File: src/sv/tcp8_pkg.sv
// package: item types, codes and action helpers for the 8-bit timer/counter
`timescale 1ns / 1ps
`default_nettype none
package tcp8_pkg;

  localparam int PRESCALE_BITS = 10;

  localparam logic [1:0] REQ_TICK  = 2'd0;
  localparam logic [1:0] REQ_WRITE = 2'd1;
  localparam logic [1:0] REQ_READ  = 2'd2;

  localparam logic [2:0] REG_CTRL  = 3'd0;
  localparam logic [2:0] REG_COUNT = 3'd1;
  localparam logic [2:0] REG_CMP   = 3'd2;
  localparam logic [2:0] REG_MASK  = 3'd3;
  localparam logic [2:0] REG_FLAGS = 3'd4;

  localparam logic [1:0] MODE_NORMAL = 2'd0;
  localparam logic [1:0] MODE_PHASE  = 2'd1;
  localparam logic [1:0] MODE_CTC    = 2'd2;
  localparam logic [1:0] MODE_FAST   = 2'd3;

  localparam logic [1:0] COM_OFF    = 2'd0;
  localparam logic [1:0] COM_TOGGLE = 2'd1;
  localparam logic [1:0] COM_CLEAR  = 2'd2;
  localparam logic [1:0] COM_SET    = 2'd3;

  localparam logic [2:0] CS_STOP  = 3'd0;
  localparam logic [2:0] CS_DIV1  = 3'd1;
  localparam logic [2:0] CS_DIV8  = 3'd2;
  localparam logic [2:0] CS_DIV64 = 3'd3;
  localparam logic [2:0] CS_DIV256  = 3'd4;
  localparam logic [2:0] CS_DIV1024 = 3'd5;
  localparam logic [2:0] CS_PIN_FALL = 3'd6;
  localparam logic [2:0] CS_PIN_RISE = 3'd7;

  typedef struct packed {
    logic [1:0] req_type;
    logic [2:0] reg_select;
    logic [7:0] write_data;
    logic       ext_pin;
  } in_item_t;

  typedef struct packed {
    logic [7:0] read_data;
    logic       compare_out;
    logic       overflow_irq;
    logic       compare_irq;
    logic [7:0] count_now;
  } out_item_t;

  // non-pwm match action
  function automatic logic plain_act(input logic [1:0] com, input logic lvl);
    logic res;
    res = lvl;
    case (com)
      COM_TOGGLE: res = ~lvl;
      COM_CLEAR:  res = 1'b0;
      COM_SET:    res = 1'b1;
      default:    res = lvl;
    endcase
    return res;
  endfunction

  // pwm level on the first-side or second-side event
  function automatic logic pwm_lvl(input logic [1:0] com, input logic first,
                                   input logic lvl);
    logic res;
    res = lvl;
    case (com)
      COM_CLEAR: res = ~first;
      COM_SET:   res = first;
      default:   res = lvl;
    endcase
    return res;
  endfunction

endpackage
`default_nettype wire

File: src/sv/tcp8_core.sv
// timer state registers and the single-pass next-state and result logic
`timescale 1ns / 1ps
`default_nettype none
module tcp8_core
  import tcp8_pkg::*;
(
  input  wire logic      clk,
  input  wire logic      rst_n,
  input  wire logic      accept,
  input  wire in_item_t  item,
  output out_item_t      result
);

  logic [PRESCALE_BITS-1:0] psc_r, psc_nxt;
  logic       pin_r, pin_nxt;
  logic [6:0] ctrl_r, ctrl_nxt;
  logic [7:0] cnt_r, cnt_nxt;
  logic [7:0] ocr_r, ocr_nxt;
  logic [7:0] ocrb_r, ocrb_nxt;
  logic       down_r, down_nxt;
  logic       lvl_r, lvl_nxt;
  logic [1:0] mask_r, mask_nxt;
  logic [1:0] flag_r, flag_nxt;

  logic [1:0] mode;
  logic [1:0] com;
  logic [1:0] wr_mode;
  logic       match;
  logic       fire;
  logic       up;
  logic [7:0] rd;
  logic [1:0] com_n;
  logic       connected;

  always_ff @(posedge clk) begin
    if (!rst_n) begin
      psc_r  <= '0;
      pin_r  <= 1'b0;
      ctrl_r <= '0;
      cnt_r  <= '0;
      ocr_r  <= '0;
      ocrb_r <= '0;
      down_r <= 1'b0;
      lvl_r  <= 1'b0;
      mask_r <= '0;
      flag_r <= '0;
    end else if (accept) begin
      psc_r  <= psc_nxt;
      pin_r  <= pin_nxt;
      ctrl_r <= ctrl_nxt;
      cnt_r  <= cnt_nxt;
      ocr_r  <= ocr_nxt;
      ocrb_r <= ocrb_nxt;
      down_r <= down_nxt;
      lvl_r  <= lvl_nxt;
      mask_r <= mask_nxt;
      flag_r <= flag_nxt;
    end
  end

  always_comb begin
    psc_nxt  = psc_r;
    pin_nxt  = pin_r;
    ctrl_nxt = ctrl_r;
    cnt_nxt  = cnt_r;
    ocr_nxt  = ocr_r;
    ocrb_nxt = ocrb_r;
    down_nxt = down_r;
    lvl_nxt  = lvl_r;
    mask_nxt = mask_r;
    flag_nxt = flag_r;
    rd       = 8'd0;
    fire     = 1'b0;
    up       = 1'b0;
    mode     = {ctrl_r[3], ctrl_r[6]};
    com      = ctrl_r[5:4];
    wr_mode  = {item.write_data[3], item.write_data[6]};
    match    = (cnt_r == ocr_r);

    case (item.req_type)
      REQ_TICK: begin
        psc_nxt = psc_r + PRESCALE_BITS'(1);
        pin_nxt = item.ext_pin;
        case (ctrl_r[2:0])
          CS_DIV1:     fire = 1'b1;
          CS_DIV8:     fire = (psc_nxt[2:0] == '0);
          CS_DIV64:    fire = (psc_nxt[5:0] == '0);
          CS_DIV256:   fire = (psc_nxt[7:0] == '0);
          CS_DIV1024:  fire = (psc_nxt[9:0] == '0);
          CS_PIN_FALL: fire = pin_r & ~item.ext_pin;
          CS_PIN_RISE: fire = ~pin_r & item.ext_pin;
          default:     fire = 1'b0;
        endcase
        if (fire) begin
          case (mode)
            MODE_NORMAL, MODE_CTC: begin
              if (match) begin
                flag_nxt[1] = 1'b1;
                lvl_nxt = plain_act(com, lvl_r);
              end
              if (mode == MODE_CTC && match) cnt_nxt = 8'd0;
              else cnt_nxt = cnt_r + 8'd1;
              if (cnt_r == 8'hFF) flag_nxt[0] = 1'b1;
            end
            MODE_FAST: begin
              if (match) begin
                flag_nxt[1] = 1'b1;
                lvl_nxt = pwm_lvl(com, 1'b1, lvl_r);
              end
              cnt_nxt = cnt_r + 8'd1;
              if (cnt_r == 8'hFF) begin
                flag_nxt[0] = 1'b1;
                ocr_nxt = ocrb_r;
                lvl_nxt = pwm_lvl(com, 1'b0, lvl_r);
              end
            end
            default: begin
              if (match) begin
                flag_nxt[1] = 1'b1;
                if (cnt_r == 8'd0) up = 1'b1;
                else if (cnt_r == 8'hFF) up = 1'b0;
                else up = ~down_r;
                lvl_nxt = pwm_lvl(com, up, lvl_r);
              end
              if (!down_r) begin
                if (cnt_r == 8'hFF) begin
                  down_nxt = 1'b1;
                  cnt_nxt = 8'hFE;
                end else begin
                  cnt_nxt = cnt_r + 8'd1;
                  if (cnt_r == 8'hFE) ocr_nxt = ocrb_r;
                end
              end else begin
                if (cnt_r == 8'd0) begin
                  down_nxt = 1'b0;
                  cnt_nxt = 8'd1;
                end else begin
                  cnt_nxt = cnt_r - 8'd1;
                  if (cnt_r == 8'd1) flag_nxt[0] = 1'b1;
                end
              end
            end
          endcase
        end
      end
      REQ_WRITE: begin
        case (item.reg_select)
          REG_CTRL: begin
            ctrl_nxt = item.write_data[6:0];
            if (wr_mode != MODE_PHASE) down_nxt = 1'b0;
            if (!wr_mode[0]) begin
              ocr_nxt = ocrb_r;
              if (item.write_data[7]) lvl_nxt = plain_act(item.write_data[5:4], lvl_r);
            end
          end
          REG_COUNT: cnt_nxt = item.write_data;
          REG_CMP: begin
            ocrb_nxt = item.write_data;
            if (!mode[0]) ocr_nxt = item.write_data;
          end
          REG_MASK:  mask_nxt = item.write_data[1:0];
          REG_FLAGS: flag_nxt = flag_r & ~item.write_data[1:0];
          default: ;
        endcase
      end
      REQ_READ: begin
        case (item.reg_select)
          REG_CTRL:  rd = {1'b0, ctrl_r};
          REG_COUNT: rd = cnt_r;
          REG_CMP:   rd = ocrb_r;
          REG_MASK:  rd = {6'd0, mask_r};
          REG_FLAGS: rd = {6'd0, flag_r};
          default:   rd = 8'd0;
        endcase
      end
      default: ;
    endcase

    com_n     = ctrl_nxt[5:4];
    connected = (com_n != COM_OFF) && !(ctrl_nxt[6] && com_n == COM_TOGGLE);

    result.read_data    = rd;
    result.compare_out  = connected & lvl_nxt;
    result.overflow_irq = flag_nxt[0] & mask_nxt[0];
    result.compare_irq  = flag_nxt[1] & mask_nxt[1];
    result.count_now    = cnt_nxt;
  end

endmodule
`default_nettype wire

File: src/sv/timer_counter_pwm_8bit.sv
// top level: 8-bit timer/counter with compare output, item handshake and skid stage
//
//   channel   ports                     payload
//   input     in_valid / in_ready       in_item  (in_item_t)
//   result    out_valid / out_ready     out_item (out_item_t)
//
// one item per cycle while in_ready is high; each item's result appears in the output
// register on the cycle after it is accepted, or in the skid register if the output is stalled
// the state update and result come from one pass of logic in the core
// a skid register holds one result while out_ready is low, so in_ready
// drops only when both output and skid registers are full
// rst_n is synchronous and clears all timer state and both valid bits
`timescale 1ns / 1ps
`default_nettype none
module timer_counter_pwm_8bit
  import tcp8_pkg::*;
(
  input  wire logic      clk,
  input  wire logic      rst_n,
  input  wire logic      in_valid,
  output logic           in_ready,
  input  wire in_item_t  in_item,
  output logic           out_valid,
  input  wire logic      out_ready,
  output out_item_t      out_item
);

  logic      accept;
  out_item_t result;
  logic      out_valid_r;
  out_item_t out_data_r;
  logic      skid_valid_r;
  out_item_t skid_data_r;

  assign in_ready = ~skid_valid_r;
  assign accept   = in_valid & in_ready;

  tcp8_core u_core (
    .clk    (clk),
    .rst_n  (rst_n),
    .accept (accept),
    .item   (in_item),
    .result (result)
  );

  always_ff @(posedge clk) begin
    if (!rst_n) begin
      out_valid_r  <= 1'b0;
      skid_valid_r <= 1'b0;
    end else if (!out_valid_r || out_ready) begin
      if (skid_valid_r) begin
        out_valid_r  <= 1'b1;
        out_data_r   <= skid_data_r;
        skid_valid_r <= 1'b0;
      end else begin
        out_valid_r <= accept;
        out_data_r  <= result;
      end
    end else if (accept) begin
      skid_valid_r <= 1'b1;
      skid_data_r  <= result;
    end
  end

  assign out_valid = out_valid_r;
  assign out_item  = out_data_r;

endmodule
`default_nettype wire

File: config.mk
export PLATFORM = sky130hd
export DESIGN_NAME = timer_counter_pwm_8bit
export DESIGN_NICKNAME = d
export VERILOG_FILES = /design/src/sv/tcp8_pkg.sv /design/src/sv/tcp8_core.sv /design/src/sv/timer_counter_pwm_8bit.sv
export SDC_FILE = /design/constraint.sdc
export NUM_CORES = 1
export LEC_CHECK = 0
export BUFFER_PORTS_ARGS = -buffer_cell sky130_fd_sc_hd__buf_2
export CELL_PAD_IN_SITES_DETAIL_PLACEMENT = 1
export CELL_PAD_IN_SITES_GLOBAL_PLACEMENT = 2
export CORE_AREA = 2 2 137 139
export DETAILED_ROUTE_END_ITERATION = 10
export DIE_AREA = 0 0 139 141
export PLACE_DENSITY_LB_ADDON = 0.12
export SETUP_SLACK_MARGIN = 0.3
export SYNTH_ARGS = -nofsm -noshare
export SYNTH_HDL_FRONTEND = slang
export SYNTH_SLANG_ARGS = --single-unit
File: constraint.sdc
create_clock -name clk -period 3.9 [get_ports clk]
set_clock_uncertainty 0.05 [all_clocks]
set_input_delay 0.78 -clock clk [delete_from_list [all_inputs] [get_ports clk]]
set_output_delay 0.78 -clock clk [all_outputs]
set_load 0.01 [all_outputs]
Word-level counts from Yosys, hierarchy flattened:

Cells that the tools add are included.

* bits of input ports: 18
* output and inout bits: 21
* word-level logic and storage cells: 173
* flip-flop bits (word level): 88

* equal/unequal tests: 39
* reductions and logical operators: 26
* add/subtract/negate cells: 3
* bitwise operators: 16
* multiplexer cells: 66

Operators with widths (count)
* $mux 8: 14
* $pmux 8 s2: 5
* $pmux 8 s5: 1
* $mux 1: 29
* $mux 19: 1
* $eq 8x8->1 const B: 2
* $logic_not 8->1: 2
* $eq 3x3->1 const B: 5
* $eq 2x2->1 const B: 7
* $mux 7: 2
* $eq 3x2->1 const B: 4
* $ne 3x3->1 const B: 4
* $pmux 1 s2: 6
* $reduce_and 11->1: 1
* $add 10x1->10 const B: 1
* $logic_not 10->1: 1
* $reduce_and 3->1: 3
* $add 8x1->8 const B: 1
* $eq 2x1->1 const B: 4
* $eq 8x1->1 const B: 1
* $eq 8x8->1: 1
* $mux 2: 4
* $ne 2x1->1 const B: 4
* $not 1->1: 8
* other kinds (22): 39

Longest topological paths before layout:

Gate-level depths: netlist of the first run.

* word-level depth: 15
* gate-level depth with buffers: 10
* depth with buffers taken out: 9

Cells and area by module:

Synthesis of the first run repeated with hierarchy kept, for this count alone.

* cell total of the unflattened synthesis: 569
* area total of the unflattened synthesis: 5123.7 um^2

By module, submodules not included
* tcp8_core: instances 1, sequential area each 960.9 um^2, cells each 499, area an instance 3653.5 um^2
* timer_counter_pwm_8bit: instances 1, sequential area each 1181.1 um^2, cells each 70, area an instance 1470.2 um^2

Least setup slack after synthesis of the first run:

Ideal clock, no wire load.

* path kind: input-to-reg
* start: in in_item[13] (netlist name)
* end: reg out_data_r, in the netlist out_item[7], data pin
* data required time: 3.590 ns
* library setup time: 0.260 ns
* buffers on the path: 2
* arrival time: 2.203 ns
* slack: 1.387 ns
* cell stages on the path: 7
* cells stage by stage: clkbuf_1 > or2_2 > clkbuf_1 > nor4_1 > a222oi_1 > o311ai_1 > mux2_2

RTL lines
* from (decl): RTL line timer_counter_pwm_8bit.sv:22 `input wire in_item_t in_item,`
* to (signal assigned): RTL line timer_counter_pwm_8bit.sv:53 `out_data_r <= skid_data_r;`
* to (signal assigned): RTL line timer_counter_pwm_8bit.sv:57 `out_data_r <= result;`
* to (decl): RTL line timer_counter_pwm_8bit.sv:31 `out_item_t out_data_r;`

==> flow_summary.json, run 1 <==
{
  "antenna-diode-count": 0,
  "grt_pass1_vias": 4618,
  "p_leak_nw": 2.08,
  "status": "completed",
  "gp_congestion": 0.906,
  "max_slew_margin_pct": 47.9,
  "vias": 4626,
  "fin_crit_ns": 3.32,
  "drt-pass1-iter-count": 4,
  "async_flop_share_pct": 0,
  "ant_nets": 0,
  "root_buffer": "clkbuf_16",
  "hold_buffers": 0,
  "die_width_um": 139,
  "grt_pass1_wl_um": 28800,
  "drt_wl_total_um": 18500,
  "grt_overflow": 0,
  "postCtsSetupRepairBufs": 0,
  "path_buf_inv": 0,
  "finalCritPeriodShare_pct": 85.2,
  "io_buffers": 38,
  "routedWlPerCell_um": 21.6,
  "endpoint_kind": "flip-flop",
  "num_rows": 50,
  "insertion_delay_ns": 0.35,
  "drc": 0,
  "yosysSeqAreaShare_pct": 41.6,
  "htreeDepth": 3,
  "synth_edf_count": 38,
  "power_w": 0.00219,
  "critPathArrivalTime_ns": 3.38,
  "cts_num_sinks": 88,
  "pwr_density_cell_nw_per_um2": 372,
  "hold_class": "reg -> reg",
  "syn_area_um2": 5150,
  "antenna_found_initial": 0,
  "timing.critical_path.cells": "xor2_1 > nor4_2 > and4_1 > nor4_1 > a222oi_1 > o311ai_1 > mux2_2",
  "rr_worst_depth": 7,
  "hold_end": "u_core.ocrb_r[2]",
  "synthCells": 597,
  "crit_fanout": 11,
  "path_depth": 7,
  "synth_ff_type": "dfxtp_1",
  "num_io_pins": 39,
  "synth_top_area_cell": "edfxtp_1",
  "cts_tree": "yes",
  "synthTopCellsByArea": "edfxtp_1 (22%), dfxtp_1 (19%), nand2_1 (5.8%)",
  "area_growth_pct": 14.0,
  "syn_area_per_cell_um2": 8.62,
  "die_height_um": 141,
  "yosysTopAreaCellShare_pct": 22.2,
  "ff2ff_setup_slack_ns": 0.58,
  "start_kind": "flip-flop",
  "fmax_ghz": 0.301,
  "grt.total_usage_pct": 19.2,
  "drv_cap": 0,
  "clockBufferDepth": 2,
  "grt_max_degree": 27,
  "worstReg2RegStart": "u_core.cnt_r[5]",
  "setup_viol": 0,
  "routed_via_density": 5.40,
  "drive_above_1_share_pct": 15.6,
  "finalHoldViolations": 0,
  "yosys_warnings": 0,
  "worstPathRequired_ns": 3.95,
  "drt_iter0_drc": 237,
  "die-area_um2": 19600,
  "final_max_slew_viol_count": 0,
  "timing_worst_slew_pin_value_ns": 0.782,
  "crit_type": "reg -> reg",
  "synth_seq_cells": 88,
  "ctsResizeCount": 0,
  "layout.nets": 643,
  "hold_depth": 2,
  "fin_tns_setup_ns": 0,
  "cts_made_buffers": 9,
  "synth_nets": 622,
  "rsz0062_at_grt": "no",
  "cts.reportedPaths.clkPinSlew_ns": 0.07,
  "hold_path_startpoint": "u_core.ocrb_r[2]",
  "dp.final_hpwl_um": 13700,
  "start_util_pct": 28.2,
  "crit_family": "simple AND/OR/NAND/NOR gates",
  "yosysUniqueCellTypes": 71,
  "cp_slowest_stage_delay_ns": 0.74,
  "rr_endpoint": "out_item[7]",
  "slowest_stage": "dfxtp_1",
  "peakVddDrop_mv": 0.185,
  "coreArea_um2": 18300
}
## cells in the mapped netlist (5+ instances only)
master	instances
and2_1	6
inv_1	16
a311oi_1	10
nand2_1	80
o21ai_0	27
o31ai_1	9
nor2_1	62
nand3_1	26
clkbuf_1	31
mux2i_1	12
ha_1	7
edfxtp_1	38
o21ai_1	5
nand3b_1	8
mux2_2	15
a22oi_1	5
nand2b_1	9
nor3_1	9
a21oi_1	43
o22ai_1	6
buf_2	8
nand4_1	11
nor2b_1	6
dfxtp_1	50
xor2_1	16
## per-layer routing
metal	global-route usage (%)	part of all wire [%]
met5	0	0
met1	27.3	48
met4	4.94	1.8
met3	2.62	3.8
met2	30.7	46
## worst reg2reg max path: cells and delay by family, from the launching register on
family	cells	cell delay (ns)
AND/OR/NAND/NOR	3	1.25
flip-flops	1	0.74
AO/OA/AOI/OAI	2	0.56
multiplexers	1	0.30
XOR/XNOR	1	0.19
## logic make-up (layout without fill, tap and decap cells)
family | Yosys count | after routing | synth area share [%]
AND/OR/NAND/NOR | 246 | 246 | 23.5
AO/OA/AOI/OAI | 147 | 147 | 19.1
flip-flops | 88 | 88 | 41.6
buffers and inverters | 62 | 88 | 5.08
multiplexers | 27 | 27 | 5.62
XOR/XNOR | 20 | 20 | 3.40
adder cells (fa/ha/maj) | 7 | 7 | 1.70
## power by group
group          internal, W  switching [W]
sequential        0.000988      0.0000306
combinational    0.0000900       0.000167
clock             0.000508       0.000401
## metrics by stage
stage	hold slack, ns	cell area, um^2	setup slack (ns)	instances	utilization, %
after floorplan	0.397	5150	1.39	597	-
after global placement	0.414	5560	0.624	841	30.5
after detailed placement	0.424	5560	0.646	841	30.5
after CTS	0.435	5870	0.634	857	32.1
after global routing	0.466	5870	0.429	857	32.1
final	0.432	5870	0.577	857	32.1
## area by class of cell
cell class	count	area, um^2
Fill cell	2184	12400
Multi-Input combinational cell	447	2740
Sequential cell	88	2140
Timing Repair Buffer	56	325
Tap cell	234	293
Clock buffer	10	229
Clock inverter	6	75.1
Inverter	16	60.1
## worst max-delay path by stage
stage                     slack [ns]             from          end
final                           0.58  u_core.cnt_r[5]  out_item[7]
after global routing            0.43  u_core.cnt_r[6]  out_item[7]
after CTS                       0.63  u_core.cnt_r[6]  out_item[7]
after detailed placement        0.65  u_core.cnt_r[6]  out_item[7]
after global placement          0.62  u_core.cnt_r[4]  out_item[7]
after floorplan                 1.39      in_item[13]  out_item[7]
## cell usage in the layout (no fill, tap or decap), types with 3 or more instances in the layout
| master | netlist | routed |
|---|---|---|
| xor2_1 | 16 | 16 |
| mux2i_1 | 12 | 12 |
| and3_1 | 4 | 4 |
| o21a_1 | 3 | 3 |
| nand3_1 | 26 | 26 |
| xnor2_1 | 4 | 4 |
| mux2_2 | 15 | 15 |
| buf_2 | 8 | 38 |
| a211oi_1 | 4 | 4 |
| or3_1 | 4 | 4 |
| a22oi_1 | 5 | 5 |
| nor3b_1 | 3 | 3 |
| o21ai_1 | 5 | 5 |
| nor2_1 | 62 | 62 |
| edfxtp_1 | 38 | 38 |
| nand2b_1 | 9 | 9 |
| nand3b_1 | 8 | 8 |
| nor2b_1 | 6 | 6 |
| clkbuf_16 | 0 | 9 |
| ha_1 | 7 | 7 |
| and2_1 | 6 | 6 |
| o21ai_0 | 27 | 27 |
| a32oi_1 | 4 | 4 |
| a21oi_1 | 43 | 43 |
| nand2_1 | 80 | 80 |
| a311oi_1 | 10 | 10 |
| o221ai_1 | 3 | 3 |
| dfxtp_1 | 50 | 50 |
| nor3_1 | 9 | 9 |
| buf_4 | 1 | 18 |
| o22ai_1 | 6 | 6 |
| nand4_1 | 11 | 11 |
| o31ai_1 | 9 | 9 |
| inv_1 | 16 | 16 |
| and4_1 | 4 | 4 |
## sequential cells by signal, indices dropped and copies added, names as in the netlist, 2 cells and up
signal and count:
out_item 19, skid_data_r 19, u_core.cnt_r 8, u_core.ctrl_r 7
u_core.flag_r 2, u_core.mask_r 2, u_core.ocr_r 8, u_core.ocrb_r 8
u_core.psc_r 10
(Power assumes the default switching activity.)
==> inputs of run 2 (changes only) <==
RECOVER_POWER = 25   (was default)
==> run 2 against run 1 <==
Effect of this change: fmax is 0.53% higher; routed wire length is 0.11% higher; sequential share of layout area is 0.27 points higher; first-iteration DRC count is 2.1% higher; clock power hardly changed; combinational power is 2% lower; critical path depth stayed put; register-to-register slack better by 0.02 ns; global-route usage stayed put; utilization is 0.24 points lower; clock-buffer cell count stayed put; critical endpoint unchanged.
==> flow_summary.json, run 2 (synthesis results as in run 1) <==
{
  "antenna-diode-count": 0,
  "root_buffer": "clkbuf_16",
  "worstPathRequired_ns": 3.96,
  "routedWlPerCell_um": 21.6,
  "drc": 0,
  "cts_made_buffers": 9,
  "finalCritPeriodShare_pct": 84.8,
  "grt_pass1_wl_um": 28800,
  "slowest_stage": "dfxtp_1",
  "htreeDepth": 3,
  "layout.nets": 643,
  "num_rows": 50,
  "dp.final_hpwl_um": 13700,
  "cts_num_sinks": 88,
  "timing_worst_slew_pin_value_ns": 0.818,
  "timing.critical_path.cells": "xor2_1 > nor4_2 > and4_1 > nor4_1 > a222oi_1 > o311ai_1 > mux2_2",
  "ant_nets": 0,
  "fin_crit_ns": 3.31,
  "fillers": 2199,
  "final_common_cell": "nand2_1",
  "area_growth_pct": 13.2,
  "cts_tree": "yes",
  "drt_iter0_drc": 242,
  "crit_type": "reg -> reg",
  "die_height_um": 141,
  "hold_buffers": 0,
  "hold_class": "reg -> reg",
  "fin_tns_setup_ns": 0,
  "power_w": 0.00218,
  "antenna_found_initial": 0,
  "drive_above_1_share_pct": 11.2,
  "path_buf_inv": 0,
  "drt-pass1-iter-count": 5,
  "finalHoldViolations": 0,
  "clockBufferDepth": 2,
  "die_width_um": 139,
  "crit_family": "simple AND/OR/NAND/NOR gates",
  "status": "completed",
  "peakVddDrop_mv": 0.184,
  "gp_congestion": 0.906,
  "max_slew_margin_pct": 45.5,
  "grt_overflow": 0,
  "die-area_um2": 19600,
  "p_leak_nw": 2.00,
  "drv_cap": 0,
  "endpoint_kind": "flip-flop",
  "num_io_pins": 39,
  "routed_via_density": 5.40,
  "io_buffers": 38,
  "start_util_pct": 28.2,
  "grt_pass1_vias": 4618,
  "pwr_density_cell_nw_per_um2": 374,
  "setup_viol": 0,
  "postCtsSetupRepairBufs": 0,
  "final_max_slew_viol_count": 0,
  "vias": 4630,
  "rsz0062_at_grt": "no",
  "crit_fanout": 14,
  "insertion_delay_ns": 0.35,
  "start_kind": "flip-flop",
  "ctsResizeCount": 0,
  "critPathArrivalTime_ns": 3.36,
  "drt_wl_total_um": 18500,
  "grt.total_usage_pct": 19.2,
  "fmax_ghz": 0.303,
  "cts.reportedPaths.clkPinSlew_ns": 0.07,
  "most-common-layout-cells": "nand2_1 (80), nor2_1 (62), dfxtp_1 (50)",
  "coreArea_um2": 18300,
  "grt_max_degree": 27,
  "cp_slowest_stage_delay_ns": 0.72
}
run 2: cell types whose count changed in the layout (fill, tap and decap cells not counted):
cell	before	now
and2_1	6	4
and2_0	0	2
buf_4	18	14
buf_2	38	15
clkbuf_1	1	28
run 2: final cells by class:
cell class | count | area, um^2 | share of cell area [%]
clock buffer | 10 | 229 | 3.93
clock inverter | 6 | 75.1 | 1.29
inverter | 16 | 60.1 | 1.03
multi-input combinational | 447 | 2740 | 47.1
sequential | 88 | 2140 | 36.8
tap | 234 | 293 | 5.03
timing repair buffer | 56 | 282 | 4.83
run 2: path summary, 6_finish.rpt:
check / to / depth (start not counted) / slack (ns) / from
worst max-delay path: out_item[7] / 7 / 0.59 / u_core.cnt_r[4]
worst min-delay path: u_core.ocrb_r[2] / 2 / 0.43 / u_core.ocrb_r[2]
worst max register to register: out_item[7] / 7 / 0.59 / u_core.cnt_r[4]
worst min register to register: u_core.ocrb_r[2] / 2 / 0.43 / u_core.ocrb_r[2]
run 2: power by group:
group          leakage (nW)  switching, W  internal, W  total (W)
clock network         0.146      0.000401     0.000508   0.000909
registers             0.777     0.0000312     0.000989    0.00102
logic                  1.07      0.000167    0.0000840   0.000251
total                  2.00      0.000600      0.00158    0.00218
run 2: metal layers:
metal	GRT usage [%]	vias up	part of all wire (%)
li1	-	2207	-
met1	27.3	2294	48
met2	30.7	110	46
met3	2.62	19	4.8
met4	4.94	0	1.8
met5	0	-	0
run 2: worst min-delay path, stage by stage, from the launching register on:
cell	delay, ns
dfxtp_1	0.32
nand2_1	0.06
a21oi_1	0.05
run 2: through the flow:
| step | hold WS, ns | instance area (um^2) | utilization [%] | worst slack (ns) | instances |
|---|---|---|---|---|---|
| 3_5_place_dp | 0.424 | 5560 | 30.5 | 0.646 | 841 |
| 4_1_cts | 0.435 | 5870 | 32.1 | 0.634 | 857 |
| 5_1_grt | 0.466 | 5820 | 31.9 | 0.429 | 857 |
| 2_1_floorplan | 0.397 | 5150 | - | 1.39 | 597 |
| 6_report | 0.431 | 5820 | 31.9 | 0.595 | 857 |
| 3_3_place_gp | 0.414 | 5560 | 30.5 | 0.624 | 841 |
==> inputs of run 3 (changes only) <==
clock period = 2.7 ns   (was 3.9 ns; I/O delays follow)
==> run 3 against run 2 <==
Effect of this change: register-to-register slack worse by 0.46 ns; cell count up 8.3%; global-route usage up 1.3 points; setup slack worse by 0.46 ns; die area unchanged; non-clock buffer count up 71; via count up 6.0%; combinational power up 110%; clock-buffer cell count down 1; critical path type unchanged; critical endpoint unchanged; largest power group unchanged; highest routed layer unchanged.
==> flow_summary.json, run 3 (synthesis results as in run 1) <==
{
  "cts_made_buffers": 9,
  "final_max_slew_viol_count": 0,
  "path_buf_inv": 2,
  "endpoint_kind": "flip-flop",
  "finalHoldViolations": 0,
  "wl_met3_um": 629,
  "fillers": 2122,
  "drt_iter0_drc": 231,
  "dp_cells": 890,
  "rsz0062_at_grt": "yes",
  "dp.final_hpwl_um": 14500,
  "die_height_um": 141,
  "drt-pass1-iter-count": 4,
  "coreArea_um2": 18300,
  "grt_pass1_wl_um": 30800,
  "crit_top_cell": "buf_4",
  "whs_ns": 0.412,
  "num_io_pins": 39,
  "wl_met1_um": 9390,
  "drive_above_1_share_pct": 31.6,
  "worstPathRequired_ns": 2.76,
  "status": "completed",
  "crit_family": "compound AO/OA/AOI/OAI gates",
  "route.top_layer_used": "met4",
  "start_kind": "flip-flop",
  "timing_worst_slew_pin_value_ns": 1.18,
  "p_leak_nw": 2.46,
  "vias": 4910,
  "max_slew_margin_pct": 21.4,
  "fmax_ghz": 0.390,
  "stdcell_count": 928,
  "drt_wl_total_um": 19800,
  "setup_ws_ns": 0.135,
  "root_buffer": "clkbuf_16",
  "clockBufferDepth": 2,
  "finalCritPeriodShare_pct": 95.0,
  "ff2ff_setup_slack_ns": 0.14,
  "grt_pass1_vias": 5116,
  "hold_end": "u_core.pin_r",
  "area_growth_pct": 32.2,
  "htreeDepth": 3,
  "worstReg2RegStart": "u_core.cnt_r[0]",
  "setup_viol": 0,
  "fin_util_pct": 37.3,
  "rr_endpoint": "out_item[7]",
  "antenna_found_initial": 0,
  "routed_via_density": 5.29,
  "grt_overflow": 0,
  "cts_tree": "yes",
  "layout.nets": 714,
  "rr_worst_depth": 8,
  "start_util_pct": 28.2,
  "peakVddDrop_mv": 0.317,
  "gp_congestion": 0.873,
  "most-common-layout-cells": "nand2_1 (79), buf_4 (79), nor2_1 (48)",
  "ant_nets": 0,
  "pwr_density_cell_nw_per_um2": 484,
  "drv_cap": 0,
  "routedWlPerCell_um": 21.3,
  "die_width_um": 139,
  "wl_met2_um": 9260,
  "hold_class": "in -> reg",
  "dp_slack_ns": -0.206,
  "timing.critical_path.cells": "buf_4 > buf_4 > or2_4 > nor3_4 > o211ai_1 > a222oi_1 > o311ai_2 > mux2_2",
  "drc": 0,
  "fin_crit_ns": 2.56,
  "io_buffers": 38,
  "insertion_delay_ns": 0.36,
  "grt.total_usage_pct": 20.4,
  "cts.reportedPaths.clkPinSlew_ns": 0.08,
  "slowest_stage": "a222oi_1",
  "path_depth": 8,
  "cp_slowest_stage_delay_ns": 0.45,
  "crit_fanout": 7,
  "num_rows": 50,
  "hold_depth": 3,
  "grt_max_degree": 41,
  "antenna-diode-count": 0,
  "crit_type": "reg -> reg",
  "hold_path_startpoint": "in_item[0]",
  "die-area_um2": 19600,
  "cts_num_sinks": 88,
  "critPathArrivalTime_ns": 2.62
}
-- run 3: cell count changes in the layout (fill, tap and decap cells not counted), sizes merged --
cell / previous run / this run
inv: 19 / 20
clkinvlp: 1 / 0
bufinv: 1 / 0
buf: 29 / 109
clkbuf: 37 / 27
clkinv: 1 / 3
-- run 3: stage by stage --
stage / TNS, ns / instance area (um^2) / total power, W
floorplan: 0 / 5170 / 0.00173
global placement: -0.458 / 5970 / 0.00194
detailed placement: -0.315 / 5970 / 0.00194
CTS: 0 / 6620 / 0.00330
global route: 0 / 6810 / 0.00343
finish: 0 / 6810 / 0.00329
-- run 3: tightest hold or removal path: cells and delay by family --
family | cells | cell delay [ns]
AOI/OAI and AO/OA | 1 | 0.05
and+or+nand+nor | 1 | 0.06
buffers and inverters | 1 | 0.12
-- run 3: power by group --
group	internal, W	leakage, nW	switching [W]
registers	0.00143	0.783	0.0000301
logic	0.000218	1.53	0.000305
clock network	0.000666	0.151	0.000648
-- run 3: worst max path at each step --
stage	endpoint	slack [ns]	startpoint
floorplan	out_item[1]	0.28	u_core.cnt_r[0]
global placement	out_item[10]	-0.24	u_core.cnt_r[4]
detailed placement	out_item[10]	-0.21	u_core.cnt_r[1]
CTS	out_item[10]	0.15	u_core.cnt_r[7]
global route	out_item[10]	0.04	u_core.psc_r[0]
finish	out_item[7]	0.14	u_core.cnt_r[0]
-- run 3: what timing repair did --
action	4_1_cts	5_1_grt
endpoints found under the setup margin	39	40
hold buffers	0	0
pin swaps	27	21
setup buffers	13	7
gates cloned	2	0
resized for setup	52	40
-- run 3: final cells by class --
type | count | area (um^2) | share of cell area [%]
Tap cell | 234 | 293 | 4.30
Timing Repair Buffer | 127 | 896 | 13.2
Sequential cell | 88 | 2160 | 31.8
Inverter | 16 | 60.1 | 0.882
Clock buffer | 9 | 225 | 3.31
Clock inverter | 7 | 83.8 | 1.23
Multi-Input combinational cell | 447 | 3090 | 45.3
-- run 3: layer usage --
layer | track usage [%] | up-vias
met3 | 2.55 | 27
li1 | - | 2357
met4 | 7.39 | 0
met2 | 33.1 | 83
met1 | 28.2 | 2443
met5 | 0 | -
